**config.mk**
```make
export PLATFORM = sky130hd
export DESIGN_NAME = timed_message_delay_queue_core
export DESIGN_NICKNAME = d
export VERILOG_FILES = /design/src/tmdq_pkg.sv /design/src/tmdq_front.sv /design/src/tmdq_back.sv /design/src/timed_message_delay_queue_core.sv
export SDC_FILE = /design/constraint.sdc
export NUM_CORES = 2
export LEC_CHECK = 0
export BUFFER_PORTS_ARGS = -buffer_cell sky130_fd_sc_hd__buf_2
export CELL_PAD_IN_SITES_DETAIL_PLACEMENT = 0
export CELL_PAD_IN_SITES_GLOBAL_PLACEMENT = 1
export CORE_ASPECT_RATIO = 0.8
export CORE_UTILIZATION = 35
export DETAILED_ROUTE_END_ITERATION = 8
export PLACE_DENSITY = 0.6
export SLEW_MARGIN = 20
export SYNTH_ARGS = -nofsm -noshare
export SYNTH_HDL_FRONTEND = slang
export SYNTH_SLANG_ARGS = --single-unit
```
**constraint.sdc**
```tcl
create_clock -name clk -period 20.3 [get_ports clk]
set_input_delay 4.06 -clock clk [delete_from_list [all_inputs] [get_ports clk]]
set_output_delay 4.06 -clock clk [all_outputs]
set_load 0.01 [all_outputs]
```
**src/tmdq_pkg.sv**
```systemverilog
// Package for the timed message delay queue: opcodes, result kinds, register indexes,
// the command beat passed from the front end to the back end, and the back-end state type.
// No dependencies.
`default_nettype none

package tmdq_pkg;

	localparam int OPC_W   = 3;
	localparam int CLS_W   = 3;
	localparam int DEST_W  = 8;
	localparam int PAY_W   = 64;
	localparam int LAT_W   = 8;
	localparam int KIND_W  = 2;
	localparam int OCC_W   = 5;
	localparam int CNT_W   = 32;
	localparam int TIME_W  = 64;
	localparam int REGI_W  = 2;
	localparam int NUM_CLS = 5;

	localparam logic [OPC_W-1:0] OP_REQUEST  = 3'd0;
	localparam logic [OPC_W-1:0] OP_RESPONSE = 3'd1;
	localparam logic [OPC_W-1:0] OP_DATA     = 3'd2;
	localparam logic [OPC_W-1:0] OP_SNOOP    = 3'd3;
	localparam logic [OPC_W-1:0] OP_SNP_RSP  = 3'd4;
	localparam logic [OPC_W-1:0] OP_COLLECT  = 3'd5;
	localparam logic [OPC_W-1:0] OP_TICK     = 3'd6;
	localparam logic [OPC_W-1:0] OP_CLEAR    = 3'd7;

	localparam logic [KIND_W-1:0] RK_SEND_ACK  = 2'd0;
	localparam logic [KIND_W-1:0] RK_DELIVERED = 2'd1;
	localparam logic [KIND_W-1:0] RK_NONE      = 2'd2;
	localparam logic [KIND_W-1:0] RK_DONE      = 2'd3;

	localparam logic [REGI_W-1:0] REG_REQ_LAT  = 2'd0;
	localparam logic [REGI_W-1:0] REG_RSP_LAT  = 2'd1;
	localparam logic [REGI_W-1:0] REG_DATA_LAT = 2'd2;
	localparam logic [REGI_W-1:0] REG_SNP_LAT  = 2'd3;

	typedef enum logic [1:0] {
		CMD_SEND,
		CMD_COLLECT,
		CMD_TICK,
		CMD_CLEAR
	} cmd_kind_t;

	typedef struct packed {
		cmd_kind_t          kind;
		logic [CLS_W-1:0]   cls;
		logic [LAT_W-1:0]   lat;
		logic [DEST_W-1:0]  dest;
		logic [PAY_W-1:0]   payload;
	} cmd_t;

	typedef enum logic {
		ST_IDLE,
		ST_COLLECT
	} bstate_t;

endpackage

`default_nettype wire

```
**src/tmdq_front.sv**
```systemverilog
// Front end of the timed message delay queue: latency registers, opcode decode and a
// two-entry command queue toward the back end. Depends on tmdq_pkg.
`default_nettype none

module tmdq_front import tmdq_pkg::*; (
	input  wire logic               clk,
	input  wire logic               arst_n,
	input  wire logic               in_valid,
	output logic                    in_stall,
	input  wire logic [OPC_W-1:0]   opcode,
	input  wire logic [DEST_W-1:0]  dest_node,
	input  wire logic [PAY_W-1:0]   message_payload,
	input  wire logic               wr_en,
	input  wire logic [REGI_W-1:0]  wr_index,
	input  wire logic [LAT_W-1:0]   wr_data,
	output logic                    cmd_valid,
	input  wire logic               cmd_take,
	output cmd_t                    cmd
);

	logic [LAT_W-1:0] req_lat_q, rsp_lat_q, data_lat_q, snp_lat_q;
	cmd_t             new_cmd;
	cmd_t             fifo_q [2];
	logic             wr_ptr_q, rd_ptr_q;
	logic [1:0]       fill_q;
	logic             push, pop;

	always_ff @(posedge clk or negedge arst_n) begin
		if (!arst_n) begin
			req_lat_q  <= LAT_W'(1);
			rsp_lat_q  <= LAT_W'(1);
			data_lat_q <= LAT_W'(1);
			snp_lat_q  <= LAT_W'(1);
		end else if (wr_en) begin
			case (wr_index)
				REG_REQ_LAT:  req_lat_q  <= wr_data;
				REG_RSP_LAT:  rsp_lat_q  <= wr_data;
				REG_DATA_LAT: data_lat_q <= wr_data;
				REG_SNP_LAT:  snp_lat_q  <= wr_data;
				default: ;
			endcase
		end
	end

	always_comb begin
		new_cmd.kind    = CMD_SEND;
		new_cmd.cls     = '0;
		new_cmd.lat     = '0;
		new_cmd.dest    = dest_node;
		new_cmd.payload = message_payload;
		case (opcode)
			OP_REQUEST: begin
				new_cmd.cls = opcode;
				new_cmd.lat = req_lat_q;
			end
			OP_RESPONSE: begin
				new_cmd.cls = opcode;
				new_cmd.lat = rsp_lat_q;
			end
			OP_DATA: begin
				new_cmd.cls = opcode;
				new_cmd.lat = data_lat_q;
			end
			OP_SNOOP, OP_SNP_RSP: begin
				new_cmd.cls = opcode;
				new_cmd.lat = snp_lat_q;
			end
			OP_COLLECT: new_cmd.kind = CMD_COLLECT;
			OP_TICK:    new_cmd.kind = CMD_TICK;
			OP_CLEAR:   new_cmd.kind = CMD_CLEAR;
			default:    new_cmd.kind = CMD_CLEAR;
		endcase
	end

	assign in_stall  = (fill_q == 2'd2);
	assign cmd_valid = (fill_q != 2'd0);
	assign push      = in_valid && !in_stall;
	assign pop       = cmd_take && cmd_valid;
	assign cmd       = fifo_q[rd_ptr_q];

	always_ff @(posedge clk or negedge arst_n) begin
		if (!arst_n) begin
			wr_ptr_q <= 1'b0;
			rd_ptr_q <= 1'b0;
			fill_q   <= 2'd0;
		end else begin
			if (push) wr_ptr_q <= !wr_ptr_q;
			if (pop)  rd_ptr_q <= !rd_ptr_q;
			if (push && !pop)      fill_q <= fill_q + 2'd1;
			else if (pop && !push) fill_q <= fill_q - 2'd1;
		end
	end

	always_ff @(posedge clk) begin
		if (push) fifo_q[wr_ptr_q] <= new_cmd;
	end

endmodule

`default_nettype wire

```
**src/tmdq_back.sv**
```systemverilog
// Back end of the timed message delay queue: message store, counters, cycle counter,
// collect sequencer and the result output register. Depends on tmdq_pkg.
`default_nettype none

module tmdq_back import tmdq_pkg::*; #(
	parameter int DEPTH = 16
) (
	input  wire logic               clk,
	input  wire logic               arst_n,
	input  wire logic               cmd_valid,
	output logic                    cmd_take,
	input  wire cmd_t               cmd,
	output logic                    out_valid,
	input  wire logic               out_stall,
	output logic [KIND_W-1:0]       result_kind,
	output logic                    accepted,
	output logic [CLS_W-1:0]        out_class,
	output logic [DEST_W-1:0]       out_dest,
	output logic [PAY_W-1:0]        out_payload,
	output logic                    last_of_run,
	output logic [OCC_W-1:0]        occupancy,
	output logic [OCC_W-1:0]        peak_occupancy,
	output logic [CNT_W-1:0]        total_sent,
	output logic [CNT_W-1:0]        class_sent,
	output logic [TIME_W-1:0]       now_cycle
);

	localparam int AW = $clog2(DEPTH);
	localparam int CW = $clog2(DEPTH + 1);

	function automatic logic [AW-1:0] ptr_inc(input logic [AW-1:0] p);
		ptr_inc = (p == AW'(DEPTH - 1)) ? '0 : p + 1'b1;
	endfunction

	logic [TIME_W-1:0] mem_due  [DEPTH];
	logic [CLS_W-1:0]  mem_cls  [DEPTH];
	logic [DEST_W-1:0] mem_dest [DEPTH];
	logic [PAY_W-1:0]  mem_pay  [DEPTH];

	logic [TIME_W-1:0] rd_due_q;
	logic [CLS_W-1:0]  rd_cls_q;
	logic [DEST_W-1:0] rd_dest_q;
	logic [PAY_W-1:0]  rd_pay_q;

	bstate_t           state_q, state_d;
	logic [AW-1:0]     head_q, tail_q;
	logic [CW-1:0]     count_q, peak_q;
	logic [TIME_W-1:0] now_q;
	logic [CNT_W-1:0]  total_q;
	logic [CNT_W-1:0]  cls_cnt_q [NUM_CLS];

	logic              pend_v_q;
	logic [CLS_W-1:0]  pend_cls_q;
	logic [DEST_W-1:0] pend_dest_q;
	logic [PAY_W-1:0]  pend_pay_q;
	logic [CW-1:0]     pend_occ_q;
	logic [CNT_W-1:0]  pend_csent_q;

	logic              out_valid_q, out_acc_q, out_last_q;
	logic [KIND_W-1:0] out_kind_q;
	logic [CLS_W-1:0]  out_cls_q;
	logic [DEST_W-1:0] out_dest_q;
	logic [PAY_W-1:0]  out_pay_q;
	logic [OCC_W-1:0]  out_occ_q, out_peak_q;
	logic [CNT_W-1:0]  out_total_q, out_csent_q;
	logic [TIME_W-1:0] out_now_q;

	logic              out_free, full, head_due;
	logic [CLS_W-1:0]  rd_cls_fix, cnt_idx;
	logic [CNT_W-1:0]  cnt_rd;
	logic [CW-1:0]     count_inc, peak_inc;

	logic              do_send, do_tick, do_clear, do_pop, rd_en, load_out, pend_load, pend_clr;
	logic [AW-1:0]     rd_addr;
	logic              o_acc, o_last;
	logic [KIND_W-1:0] o_kind;
	logic [CLS_W-1:0]  o_cls;
	logic [DEST_W-1:0] o_dest;
	logic [PAY_W-1:0]  o_pay;
	logic [CW-1:0]     o_occ, o_peak;
	logic [CNT_W-1:0]  o_total, o_csent;
	logic [TIME_W-1:0] o_now;

	assign out_free   = !out_valid_q || !out_stall;
	assign full       = (count_q == CW'(DEPTH));
	assign head_due   = (count_q != '0) && (rd_due_q <= now_q);
	assign rd_cls_fix = (rd_cls_q < CLS_W'(NUM_CLS)) ? rd_cls_q : '0;
	assign cnt_idx    = (state_q == ST_COLLECT) ? rd_cls_fix : cmd.cls;
	assign cnt_rd     = cls_cnt_q[cnt_idx];
	assign count_inc  = count_q + 1'b1;
	assign peak_inc   = (count_inc > peak_q) ? count_inc : peak_q;

	always_comb begin
		state_d = state_q;
		case (state_q)
			ST_IDLE: begin
				if (cmd_valid && out_free && cmd.kind == CMD_COLLECT) state_d = ST_COLLECT;
			end
			ST_COLLECT: begin
				if (!head_due && out_free) state_d = ST_IDLE;
			end
			default: state_d = ST_IDLE;
		endcase
	end

	always_comb begin
		cmd_take  = 1'b0;
		do_send   = 1'b0;
		do_tick   = 1'b0;
		do_clear  = 1'b0;
		do_pop    = 1'b0;
		rd_en     = 1'b0;
		rd_addr   = head_q;
		load_out  = 1'b0;
		pend_load = 1'b0;
		pend_clr  = 1'b0;
		o_kind    = RK_DONE;
		o_acc     = 1'b0;
		o_cls     = '0;
		o_dest    = '0;
		o_pay     = '0;
		o_last    = 1'b1;
		o_occ     = count_q;
		o_peak    = peak_q;
		o_total   = total_q;
		o_csent   = '0;
		o_now     = now_q;
		case (state_q)
			ST_IDLE: begin
				if (cmd_valid && out_free) begin
					cmd_take = 1'b1;
					case (cmd.kind)
						CMD_SEND: begin
							load_out = 1'b1;
							o_kind   = RK_SEND_ACK;
							o_cls    = cmd.cls;
							o_csent  = cnt_rd;
							if (!full) begin
								do_send = 1'b1;
								o_acc   = 1'b1;
								o_occ   = count_inc;
								o_peak  = peak_inc;
								o_total = total_q + 1'b1;
								o_csent = cnt_rd + 1'b1;
							end
						end
						CMD_TICK: begin
							load_out = 1'b1;
							do_tick  = 1'b1;
							o_now    = now_q + 1'b1;
						end
						CMD_CLEAR: begin
							load_out = 1'b1;
							do_clear = 1'b1;
							o_occ    = '0;
						end
						CMD_COLLECT: begin
							rd_en    = 1'b1;
							pend_clr = 1'b1;
						end
						default: ;
					endcase
				end
			end
			ST_COLLECT: begin
				o_kind  = RK_DELIVERED;
				o_cls   = pend_cls_q;
				o_dest  = pend_dest_q;
				o_pay   = pend_pay_q;
				o_occ   = pend_occ_q;
				o_csent = pend_csent_q;
				if (head_due) begin
					if (!pend_v_q || out_free) begin
						load_out  = pend_v_q;
						o_last    = 1'b0;
						do_pop    = 1'b1;
						pend_load = 1'b1;
						rd_en     = 1'b1;
						rd_addr   = ptr_inc(head_q);
					end
				end else if (out_free) begin
					load_out = 1'b1;
					pend_clr = 1'b1;
					if (!pend_v_q) begin
						o_kind = RK_NONE;
						o_cls  = '0;
						o_dest = '0;
						o_pay  = '0;
						o_occ  = count_q;
						o_csent = '0;
					end
				end
			end
			default: ;
		endcase
	end

	always_ff @(posedge clk) begin
		if (do_send) begin
			mem_due[tail_q]  <= now_q + TIME_W'(cmd.lat);
			mem_cls[tail_q]  <= cmd.cls;
			mem_dest[tail_q] <= cmd.dest;
			mem_pay[tail_q]  <= cmd.payload;
		end
		if (rd_en) begin
			rd_due_q  <= mem_due[rd_addr];
			rd_cls_q  <= mem_cls[rd_addr];
			rd_dest_q <= mem_dest[rd_addr];
			rd_pay_q  <= mem_pay[rd_addr];
		end
	end

	always_ff @(posedge clk or negedge arst_n) begin
		if (!arst_n) begin
			state_q <= ST_IDLE;
			head_q  <= '0;
			tail_q  <= '0;
			count_q <= '0;
			peak_q  <= '0;
			now_q   <= '0;
			total_q <= '0;
			for (int i = 0; i < NUM_CLS; i++) cls_cnt_q[i] <= '0;
			pend_v_q    <= 1'b0;
			out_valid_q <= 1'b0;
		end else begin
			state_q <= state_d;
			if (do_send) begin
				tail_q             <= ptr_inc(tail_q);
				count_q            <= count_inc;
				peak_q             <= peak_inc;
				total_q            <= total_q + 1'b1;
				cls_cnt_q[cmd.cls] <= cnt_rd + 1'b1;
			end
			if (do_tick) now_q <= now_q + 1'b1;
			if (do_clear) begin
				head_q  <= '0;
				tail_q  <= '0;
				count_q <= '0;
			end
			if (do_pop) begin
				head_q  <= ptr_inc(head_q);
				count_q <= count_q - 1'b1;
			end
			if (pend_load)     pend_v_q <= 1'b1;
			else if (pend_clr) pend_v_q <= 1'b0;
			if (load_out)       out_valid_q <= 1'b1;
			else if (!out_stall) out_valid_q <= 1'b0;
		end
	end

	always_ff @(posedge clk) begin
		if (pend_load) begin
			pend_cls_q   <= rd_cls_fix;
			pend_dest_q  <= rd_dest_q;
			pend_pay_q   <= rd_pay_q;
			pend_occ_q   <= count_q - 1'b1;
			pend_csent_q <= cnt_rd;
		end
		if (load_out) begin
			out_kind_q  <= o_kind;
			out_acc_q   <= o_acc;
			out_cls_q   <= o_cls;
			out_dest_q  <= o_dest;
			out_pay_q   <= o_pay;
			out_last_q  <= o_last;
			out_occ_q   <= OCC_W'(o_occ);
			out_peak_q  <= OCC_W'(o_peak);
			out_total_q <= o_total;
			out_csent_q <= o_csent;
			out_now_q   <= o_now;
		end
	end

	assign out_valid      = out_valid_q;
	assign result_kind    = out_kind_q;
	assign accepted       = out_acc_q;
	assign out_class      = out_cls_q;
	assign out_dest       = out_dest_q;
	assign out_payload    = out_pay_q;
	assign last_of_run    = out_last_q;
	assign occupancy      = out_occ_q;
	assign peak_occupancy = out_peak_q;
	assign total_sent     = out_total_q;
	assign class_sent     = out_csent_q;
	assign now_cycle      = out_now_q;

endmodule

`default_nettype wire

```
**src/timed_message_delay_queue_core.sv**
```systemverilog
// Top level of the timed message delay queue: joins the decode front end and the
// execution back end. Depends on tmdq_pkg, tmdq_front and tmdq_back.
//
//   Channel   Direction  Handshake            Beat contents
//   input     in         in_valid / in_stall  opcode, dest_node, message_payload
//   result    out        out_valid/out_stall  result_kind .. now_cycle, one result each
//   config    in         wr_en                wr_index, wr_data (no read-back)
//
// A beat is registered in the command queue; sends, ticks and clears then give their result at
// the edge the back end takes them, so they run at one per cycle while the output is not stalled.
// A collect first reads the head entry, then pops one due message per cycle while the output is
// not stalled, and a beat is loaded once the entry behind it is checked.
// Reset clears pointers, counters, the cycle counter and latencies (to one); no clear pass.
// An output stall holds the back end; the command queue takes up to two beats meanwhile.
`default_nettype none

module timed_message_delay_queue_core import tmdq_pkg::*; #(
	parameter int DEPTH = 16
) (
	input  wire logic               clk,
	input  wire logic               arst_n,
	input  wire logic               in_valid,
	output logic                    in_stall,
	input  wire logic [OPC_W-1:0]   opcode,
	input  wire logic [DEST_W-1:0]  dest_node,
	input  wire logic [PAY_W-1:0]   message_payload,
	output logic                    out_valid,
	input  wire logic               out_stall,
	output logic [KIND_W-1:0]       result_kind,
	output logic                    accepted,
	output logic [CLS_W-1:0]        out_class,
	output logic [DEST_W-1:0]       out_dest,
	output logic [PAY_W-1:0]        out_payload,
	output logic                    last_of_run,
	output logic [OCC_W-1:0]        occupancy,
	output logic [OCC_W-1:0]        peak_occupancy,
	output logic [CNT_W-1:0]        total_sent,
	output logic [CNT_W-1:0]        class_sent,
	output logic [TIME_W-1:0]       now_cycle,
	input  wire logic               wr_en,
	input  wire logic [REGI_W-1:0]  wr_index,
	input  wire logic [LAT_W-1:0]   wr_data
);

	logic cmd_valid, cmd_take;
	cmd_t cmd;

	tmdq_front u_front (
		.clk             (clk),
		.arst_n          (arst_n),
		.in_valid        (in_valid),
		.in_stall        (in_stall),
		.opcode          (opcode),
		.dest_node       (dest_node),
		.message_payload (message_payload),
		.wr_en           (wr_en),
		.wr_index        (wr_index),
		.wr_data         (wr_data),
		.cmd_valid       (cmd_valid),
		.cmd_take        (cmd_take),
		.cmd             (cmd)
	);

	tmdq_back #(
		.DEPTH (DEPTH)
	) u_back (
		.clk            (clk),
		.arst_n         (arst_n),
		.cmd_valid      (cmd_valid),
		.cmd_take       (cmd_take),
		.cmd            (cmd),
		.out_valid      (out_valid),
		.out_stall      (out_stall),
		.result_kind    (result_kind),
		.accepted       (accepted),
		.out_class      (out_class),
		.out_dest       (out_dest),
		.out_payload    (out_payload),
		.last_of_run    (last_of_run),
		.occupancy      (occupancy),
		.peak_occupancy (peak_occupancy),
		.total_sent     (total_sent),
		.class_sent     (class_sent),
		.now_cycle      (now_cycle)
	);

endmodule

`default_nettype wire
```
==> summary.md <==
| Metric | Value |
|---|---|
| Highest fanout seen on the critical path | `82` |
| Pin count of the biggest net entering global routing | `186` |
| HPWL Detailed | `204 mm` |
| PwrDens | `140 nW/um^2` |
| Die Width | `679 um` |
| Synth area leader | `edfxtp_1` |
| Total negative slack | `0 ns` |
| Number of fill cells | `33700` |
| Final hold viol count | `0` |
| First DRT Iteration DRCs | `7562` |
| Multiplexer share of the synthesized area | `4.06%` |
| DRT Pass-1 Iters | `6` |
| CP Launch Type | `primary input` |
| Row cnt | `198` |
| Post-synth EDFFs | `2862` |
| Post-CTS resize count | `0` |
| CTS Hold Bufs | `0` |
| Synth Area in XOR/XNOR | `2.11%` |
| Total die area | `369000 um^2` |
| Gr ovfl total | `0` |
| Number of H-tree levels | `5` |
| Worst Path Class, Setup | `in2reg` |
| Mapped Cells | `9300` |
| Dpl cells | `14200` |
| Max Freq | `106 MHz` |
| Critical path arrival | `10.09 ns` |
| Primary FF master, synth | `edfxtp_1` |
| Leak | `50.8 nW` |
| First-pass GRT wire length | `551 mm` |
| Final GP Congestion | `0.874` |
| Clk_skew | `0.0757 ns` |
| Post-synthesis compound-gate area fraction | `3.71%` |
| Initial antenna violation count | `24` |
| Synth top area share | `67.0%` |
| Synth area leaders | `edfxtp_1, dfrtp_1, nand2_1, nand3_1, and3_1` |
| DRC | `0` |
| Clock Tree Root | `clkbuf_16` |
| Period utilisation layout | `46.4%` |
| WL final | `381 mm` |
| Area grow syn2layout | `14.2%` |
| Vert. Die Dim | `544 um` |
| Layout Nets | `9775` |
| Synth warnings | `0` |
| WL per Instance | `25.8 um` |
| Inserted Clock Buffers | `334` |
| CTS tree | `built` |
| Port Buf Inserts | `308` |
| Finished Layout Cells | `14800` |
| Simple-gate portion of the synthesized area | `13.9%` |
| Hold Crit Class | `reg2reg` |
| R2R Setup Slk | `12.20 ns` |
| Worst EP required | `20.98 ns` |
| VDD IR max | `0.000166 V` |
| Top post-synthesis cells by count | `edfxtp_1, nand2_1, nand3_1, and3_1, clkbuf_1` |
| Post-CTS setup buffer count | `0` |
| Via count | `78000` |
| Post-Synth Adder-Cell Area | `0.922%` |
| Min Tclk post-route | `9.41 ns` |
| Vias per cell | `5.28` |
| Total Routing Usage GR | `20.2%` |
| Most common cell in the synthesized netlist | `edfxtp_1` |
| Synth Net Count | `9484` |
| Utilization after layout | `40.2%` |
| FFs w/ async S/R, synth | `9.86%` |
| Io pins | `309` |
| Mean Syn Cell Area | `13.8 um^2` |
| Yosys cell types | `86` |
| Post-Syn Area | `128000 um^2` |
| Main combinational cell family by area after synthesis | `simple AND/OR/NAND/NOR gates` |
| Starting Density | `35.2%` |
| CTS max path bufs | `4` |
| Worst slew pin tran | `1.23 ns` |
| Slew Limit Fails | `0` |
| Sink Count | `3175` |
| Reg clk slew, reported paths | `0.06 ns` |
| Status | `finished clean` |
| FF+latch count, synth | `3175` |
| Vias in the first global route | `75800` |
| RSZ-0062 raised after global routing | `false` |
| Max-slew headroom | `18.3%` |
| Layout cells sized above 1 | `12.8%` |
| Register area share after synthesis | `73.1%` |
| Setup violations, final | `0` |
| Max-Cap Viols | `0` |
| Final ANT Viol Nets | `0` |
| Worst skew pair latency | `0.96 ns` |
| Endpoint type of the worst setup path | `register` |
| Core ar. | `364000 um^2` |
## registers in the layout (all words and copies together), names as in the netlist, 128 cells and up
| register | cells |
|---|---|
| u_back.mem_due | 1024 |
| u_back.mem_pay | 1024 |
| u_front.fifo_q | 170 |
| u_back.cls_cnt_q | 160 |
| u_back.mem_dest | 128 |
## cell type report
cell class	count	area [um^2]	area share [%]
tap	4900	6130	4.18
sequential	3175	93800	64.0
multi-input combinational	5436	32200	21.9
timing repair buffer	491	3190	2.17
clock inverter	182	1830	1.25
clock buffer	427	8890	6.06
antenna	17	42.5	0.0290
inverter	153	579	0.395
## cell families (layout without fill, tap and decap cells)
logic type | after synthesis | after routing
buf+inv | 689 | 1253
flops | 3175 | 3175
simple gates | 3842 | 3842
fa+ha+maj | 94 | 94
compound gates | 725 | 725
mux | 466 | 466
xor+xnor | 309 | 309
other cells | 0 | 17
## cells in the final DEF, fill, tap and decap left out, types with 28 or more instances in the layout
cell / netlist / final
edfxtp_1: 2862 / 2862
nand2_1: 2053 / 2051
nand3_1: 744 / 744
and3_1: 461 / 456
clkbuf_16: 0 / 338
dfrtp_1: 309 / 308
buf_2: 140 / 307
mux2i_1: 271 / 269
xnor2_1: 273 / 247
a211oi_1: 181 / 180
o21ai_0: 172 / 169
mux2_2: 167 / 167
buf_4: 9 / 162
a21oi_1: 137 / 137
nor2_1: 144 / 136
inv_1: 130 / 130
or4_1: 114 / 114
and2_1: 96 / 95
ha_1: 93 / 93
clkinv_1: 18 / 79
clkbuf_1: 332 / 79
a22oi_1: 76 / 76
nor3_1: 67 / 62
clkinv_2: 0 / 58
nand4_1: 51 / 51
xor2_1: 36 / 36
bufinv_16: 0 / 28
## report_power, final
group	switching [mW]	total, mW	leakage, nW	internal, mW
logic	3.97	5.63	17.0	1.66
clock network	2.61	6.08	5.23	3.47
registers	0.326	8.80	28.5	8.47
## metrics by stage
step,worst slack [ns],hold WS (ns),power [mW],instance area [um^2]
final,10.89,0.408,20.5,147000
after floorplan,1.03,0.400,12.7,128000
after CTS,11.09,0.402,20.7,146000
after detailed placement,10.03,0.406,14.6,136000
after global routing,10.65,0.417,21.5,147000
after global placement,10.08,0.402,14.5,136000
## final timing paths
check                                          from                     to  cells after the start
worst max-delay path                      out_stall     u_back.rd_pay_q[9]                     13
worst min-delay path            u_back.rd_pay_q[23]  u_back.pend_pay_q[23]                      0
worst max register to register     u_back.now_q[42]     u_back.rd_pay_q[9]                     15
worst min register to register  u_back.rd_pay_q[23]  u_back.pend_pay_q[23]                      0
max in group asynchronous                    arst_n       u_front.rd_ptr_q                      4
min in group asynchronous                    arst_n  u_back.cls_cnt_q[119]                      1
## routing by layer
metal | vias to the layer above | share of wire [%] | track usage [%]
li1 | 34700 | - | -
met1 | 40300 | 47 | 30.6
met2 | 2564 | 44 | 30.8
met3 | 449 | 6.4 | 2.79
met4 | 8 | 1.8 | 4.15
met5 | - | 0.012 | 0
## critical path, cell delays in order
cell and delay, ns:
buf_2 0.13, nand3_1 0.12, and2_1 0.36, o211ai_1 0.15
nor4_1 0.54, a211o_4 0.56, buf_4 0.69, buf_4 0.92
buf_4 0.80, buf_4 0.64, nand3_1 0.14, and3_1 0.23
or4_1 0.48
Power figures use the tool's default switching activity.
